### config.mk
export PLATFORM = sky130hd
export DESIGN_NAME = gvc_ram
export DESIGN_NICKNAME = d
export VERILOG_FILES = /design/src/sv/gvc_ram.sv
export SDC_FILE = /design/constraint.sdc
export NUM_CORES = 1
export LEC_CHECK = 0
export BUFFER_PORTS_ARGS = -buffer_cell sky130_fd_sc_hd__buf_2
export CELL_PAD_IN_SITES_DETAIL_PLACEMENT = 1
export CELL_PAD_IN_SITES_GLOBAL_PLACEMENT = 1
export CORE_ASPECT_RATIO = 2
export CORE_MARGIN = 1.5
export CORE_UTILIZATION = 49
export CTS_BUF_LIST = sky130_fd_sc_hd__clkbuf_16
export CTS_CLUSTER_SIZE = 16
export DETAILED_ROUTE_END_ITERATION = 6
export HOLD_SLACK_MARGIN = 0.03
export PLACE_DENSITY = 0.72
export SKIP_LAST_GASP = 1
export SYNTH_ARGS = -nofsm -noshare
export SYNTH_HDL_FRONTEND = slang
export SYNTH_SLANG_ARGS = --single-unit
### constraint.sdc
create_clock -name clk -period 3 [get_ports clk]
set_clock_uncertainty 0.05 [all_clocks]
set_input_delay 0 -clock clk [delete_from_list [all_inputs] [get_ports clk]]
set_output_delay 0 -clock clk [all_outputs]
set_load 0.01 [all_outputs]
### src/sv/gvc_ram.sv
`timescale 1ns / 1ps
// ----------------------------------------------------------------------------
// gvc_ram
// Generic single-write, single-read RAM with registered read data. A read
// at the address being written returns the old contents.
// ----------------------------------------------------------------------------
module gvc_ram #(
  parameter int DATA_W = 32,
  parameter int DEPTH  = 16,
  localparam int ADDR_W = (DEPTH > 1) ? $clog2(DEPTH) : 1
) (
  input  logic              clk,
  input  logic              we,
  input  logic [ADDR_W-1:0] waddr,
  input  logic [DATA_W-1:0] wdata,
  input  logic [ADDR_W-1:0] raddr,
  output logic [DATA_W-1:0] rdata
);

  logic [DATA_W-1:0] mem [DEPTH];

  // Write port and registered read port
  always_ff @(posedge clk) begin
    if (we) begin
      mem[waddr] <= wdata;
    end
    rdata <= mem[raddr];
  end

endmodule

==> run_results.csv, run 1 <==
group,metric,value,unit
outcome,status,"complete, no violations",
worst_setup_path,slowest_stage,"and2_2",
clock_tree,clockBufferDepth,3,
min_path,hp-class,"input pin to flop",
clock_tree,h-tree-depth,2,
die,num_rows,104,
finish,drive_gt1_share,30.9,%
clock_tree,numCtsBuffers,44,
timing,fin_crit,1540,ps
finish,fill_cells,3425,
timing,rsz0062_at_grt,"no",
clock_tree,clock_sinks,544,
worst_setup_path,cp_max_fo,19,
timing,setup_ws,1460,ps
min_path,hp-start,"raddr[2]",
timing,max_freq,649,MHz
placed_design,preCtsSetupSlack,1000,ps
logic_synthesis,synthTopCellsByArea,"edfxtp_1 77%, mux4_2 15%, dfxtp_1 3.2%",
drt,drc,0,
min_path,holdPathEnd,"rdata[1]$_DFF_P_",
die,die_width,145,um
clock_tree,clk_latency,560,ps
worst_setup_path,worstPathRequired,3450,ps
power,powerDensity,652,nW/um^2
finish,layout_commonest_cell,"edfxtp_1",
power,peakVddDrop,0.000329,V
clock_tree,cts_tree,"done",
min_path,min_path_cells,4,
finish,mostFrequentLayoutCells,"512 x edfxtp_1, 128 x mux4_2, 71 x buf_2",
logic_synthesis,synth_warnings,0,
logic_synthesis,syn_avg_cell_area,23.7,um^2
drt,drt_pass1_iterations,5,
timing,drv_slew,0,
timing,slew_headroom,42.0,%
die,ios,74,
die,fp.coreArea,40100,um^2
worst_setup_path,worstPathCellList,"dlygate4sd3_1, buf_2, and2_2, buf_4, a22oi_1, nand2_1",
worst_setup_path,crit_type,"input pin to flop",
worst_setup_path,ff2ff_setup_slack,1550,ps
worst_setup_path,startpoint_type,"input pin",
die,start_util,49.5,%
placed_design,port-buffer-count,73,
die,die_area,41800,um^2
grt,grt_pass1_vias,10100,
logic_synthesis,synth.distinct_cells,18,
logic_synthesis,syn-num-nets,880,
logic_synthesis,netlist_area,19900,um^2
placed_design,post_dp_cell_area,21200,um^2
logic_synthesis,synth_top_area_share,77.4,%
drt,wl_per_cell,29.5,um
timing,fin_crit_sh,51.4,%
finish,design_area,22900,um^2
clock_tree,cts-root-buf,"clkbuf_16",
worst_setup_path,worstPathArrival,1990,ps
grt,grt_pass1_wl,67.1,mm
grt,grtUsageTotal,22.4,%
finish,nNetsFinal,1020,
finish,area_growth_syn_to_layout,15.5,%
drt,via_per_inst,5.95,
grt,gr-total-overflow,0,
logic_synthesis,netlist_instances,838,
run,drv_cap,0,
worst_setup_path,crit_buf_inv,3,
timing,worst_pin_slew,867,ps
grt,antenna_found_initial,0,
die,die_y,288,um
finish,antennaDiodeCount,0,
timing,setup-tns-final,0,ps
worst_setup_path,worstReg2RegStart,"mem[2][30]$_DFFE_PP_",
grt,grt_max_degree,43,
placed_design,dp_hpwl,25.5,mm
worst_setup_path,crit_family,"buffers and inverters",
drt,vias,9186,
logic_synthesis,yosysSeqAreaShare,80.7,%
clock_tree,worst_setup_hold_path_clk_slew,70,ps
worst_setup_path,crit_path_end_kind,"flop",
logic_synthesis,yosysTopAreaCell,"edfxtp_1",
power,p_total,15.0,mW
worst_setup_path,r2r_cells,3,
timing,setup_viol,0,
drt,ant_nets,0,
power,leakagePower,7.40,nW
placed_design,gp_congestion,0.723,
worst_setup_path,slowest_delay,620,ps
drt,drtIter0Drc,714,
logic_synthesis,ys_ff_latch,544,
timing,hold_viol_final,0,
worst_setup_path,reg2reg_to,"rdata[30]$_DFF_P_",
drt,drt-total-wl,45.6,mm
worst max path at each step:
stage | startpoint | end | slack (ps) | cells past startpoint
4_1_cts | raddr[3] | rdata[18]$_DFF_P_ | 1420 | 6
3_3_place_gp | raddr[0] | rdata[18]$_DFF_P_ | 990 | 5
5_1_grt | raddr[3] | rdata[18]$_DFF_P_ | 1390 | 6
6_report | raddr[3] | rdata[19]$_DFF_P_ | 1460 | 6
2_1_floorplan | waddr[2] | mem[8][0]$_DFFE_PP_ | 70 | 2
3_5_place_dp | raddr[0] | rdata[18]$_DFF_P_ | 1000 | 5
metal layers:
metal  wire, um  share of wire [%]  vias to the layer above  GRT usage [%]
li1           -                  -                     3840              -
met1      17000                 37                     4973           27.4
met5          0                  0                        -              0
met4       1580                3.5                        0           9.16
met2      25100                 55                      286           40.7
met3       1800                3.9                       87           2.54
per-stage QoR:
step | instances | util, % | hold slack [ps]
after floorplan | 838 | - | 48.9
after global placement | 1429 | 52.9 | 321
after detailed placement | 1429 | 52.9 | 338
after CTS | 1544 | 57.2 | 38.2
after global routing | 1544 | 57.2 | 92.9
final | 1544 | 57.2 | 56.0
sequential cells by signal, summed over array words and instances (netlist names):
register	count
mem	512
rdata	32
tightest hold or removal path, cell delays in order:
cell,delay [ps]
buf_2,160
nor2b_4,180
a22oi_1,210
nand2_1,60
cell families after synthesis:
family,count (synthesis),share of synthesized area [%]
compound gates,64,2.42
flops,544,80.7
buf+inv,43,1.12
mux,128,14.5
simple gates,59,1.27
power breakdown:
group / switching [mW] / internal, mW / total (mW)
sequential: 0.0657 / 8.49 / 8.56
combinational: 0.473 / 0.347 / 0.820
clock: 2.58 / 3.00 / 5.58
synth_stat cells:
library cell	number
and2_1	1
buf_6	2
a22oi_1	64
nor2b_1	2
buf_1	9
nand3_1	1
nor3_1	4
buf_2	4
nand2b_1	2
dfxtp_1	32
nand2_1	33
buf_4	11
or3b_2	1
nor2_1	13
nand3b_1	2
mux4_2	128
clkbuf_1	17
edfxtp_1	512
layout make-up:
cell class / count / area (um^2) / share of cell area, %
clock buffer: 45 / 1130 / 4.91
sequential: 544 / 16000 / 69.9
tap: 530 / 663 / 2.89
timing repair buffer: 137 / 1110 / 4.86
multi-input combinational: 251 / 3760 / 16.4
clock inverter: 37 / 251 / 1.10
repair_timing:
action	in CTS	in global routing
buffers inserted	0	0
hold endpoints to repair	518	0
hold buffers	33	0
resized for setup	0	0
Power figures use the tool's default switching activity.
==> run 2: changes to the inputs <==
Settings changed: CORE_UTILIZATION 49 to 55, PLACE_DENSITY 0.72 to 0.76.
Clock period 3 ns to 1.5 ns, I/O delays scaled along.
==> run_results.csv, run 2 (synthesized netlist as in run 1, its figures left out) <==
group,metric,value,unit
power,peakVddDrop,0.00104,V
clock_tree,h-tree-depth,2,
grt,antenna_found_initial,2,
timing,fin_crit,1460,ps
placed_design,preCtsSetupSlack,-36.0,ps
timing,setup_ws,39.2,ps
die,num_rows,98,
placed_design,gp_congestion,0.715,
power,powerDensity,1290,nW/um^2
grt,gr-total-overflow,0,
die,die_y,272,um
finish,drive_gt1_share,32.5,%
grt,grtUsageTotal,26.0,%
die,die_area,37300,um^2
die,die_width,137,um
finish,regMostFlops,"mem",
timing,fin_crit_sh,97.4,%
timing,max_freq,685,MHz
clock_tree,ctsHoldBuffers,33,
die,fp.coreArea,35700,um^2
die,ios,74,
drt,wl_met1,17.0,mm
clock_tree,clk_latency,570,ps
timing,worst_pin_slew,483,ps
die,start_util,55.6,%
placed_design,dp_hpwl,24.9,mm
drt,wl_per_cell,30.9,um
finish,area_growth_syn_to_layout,17.5,%
placed_design,port-buffer-count,73,
clock_tree,cts_tree,"done",
finish,reg_top3,"mem x512, rdata x32",
drt,drc,0,
finish,mostFrequentLayoutCells,"512 x edfxtp_1, 128 x mux4_2, 71 x buf_2",
drt,via_per_inst,6.34,
worst_setup_path,worstPathRequired,1870,ps
timing,setup_viol,0,
drt,drt_pass1_iterations,4,
worst_setup_path,crit_type,"flop to flop",
drt,wl_met3,2.56,mm
drt,drt-total-wl,46.1,mm
timing,rsz0062_at_grt,"no",
finish,layout_commonest_cell,"edfxtp_1",
clock_tree,clockBufferDepth,3,
grt,grt_max_degree,35,
placed_design,post_dp_cell_area,21600,um^2
drt,top_layer_used,"met4",
finish,design_area,23300,um^2
drt,dr_wl_met2,24.7,mm
min_path,hp-class,"input pin to flop",
timing,slew_headroom,67.8,%
clock_tree,numCtsBuffers,45,
worst_setup_path,startpoint_type,"flop",
clock_tree,ctsResizeCount,0,
power,leakagePower,7.60,nW
timing,fin_hold_ws,61.0,ps
timing,hold_viol_final,0,
clock_tree,worst_setup_hold_path_clk_slew,70,ps
outcome,status,"complete, no violations",
finish,largest_reg_flops,512,
clock_tree,clock_sinks,544,
grt,grt_pass1_vias,10500,
worst_setup_path,cp_max_fo,1,
power,p_total,30.1,mW
timing,drv_slew,0,
finish,nNetsFinal,1045,
worst_setup_path,worstPathArrival,1830,ps
drt,vias,9455,
clock_tree,cts-root-buf,"clkbuf_16",
clock_tree,post_cts_buffers,0,
run,drv_cap,0,
drt,ant_nets,0,
worst_setup_path,crit_path_end_kind,"flop",
drt,drtIter0Drc,751,
grt,grt_pass1_wl,67.9,mm
-- run 2: cell count changes in the layout (fill, tap and decap cells not counted) --
cell        previous run  this run
or3b_4                 0         1
nor3_2                 3         0
inv_1                 15        10
diode_2                0         2
or3b_2                 1         0
clkinv_1               7        12
clkinvlp_4             3         1
inv_6                  2         3
nor3_4                 1         4
buf_4                 18        19
buf_12                14        37
clkinv_2               6         8
-- run 2: worst paths after layout --
kind	start	to	slack, ps	cells after the start
hold reg to reg	mem[6][6]$_DFFE_PP_	rdata[6]$_DFF_P_	630	3
setup reg to reg	mem[2][18]$_DFFE_PP_	rdata[18]$_DFF_P_	40	3
setup / recovery	mem[2][18]$_DFFE_PP_	rdata[18]$_DFF_P_	40	3
hold / removal	waddr[2]	mem[0][11]$_DFFE_PP_	60	4
-- run 2: metal layers --
metal  track usage [%]  vias up
met3              3.88      111
met5                 0        -
met4              11.2        0
li1                  -     3896
met2              44.6      400
met1              32.9     5048
-- run 2: stage by stage --
stage,std cells,utilization (%),setup TNS [ps]
global route,1491,65.4,0
detailed placement,1373,60.6,-76.2
global placement,1373,60.6,-41.2
finish,1491,65.4,0
floorplan,838,-,-46640
CTS,1489,65.4,0
-- run 2: area by class of cell --
type	instances	area, um^2
multi-input cells	251	3780
repair buffers	161	1580
well taps	450	563
diodes	2	5.00
clock buffers	45	1130
flip-flops and latches	544	16000
fillers	2771	12400
clock inverters	38	255
-- run 2: power by group --
group          leakage, nW  total (mW)  switching (mW)  internal (mW)
clock                0.718        11.3            5.27           6.00
combinational         1.99        1.72           0.960          0.763
sequential            4.89        17.1           0.133           17.0
total                 7.60        30.1            6.36           23.7
-- run 2: worst max-delay path, cell delays in order, from the launching register on --
cell and delay (ps):
edfxtp_1 370, mux4_2 490, a22oi_1 290, nand2_1 130
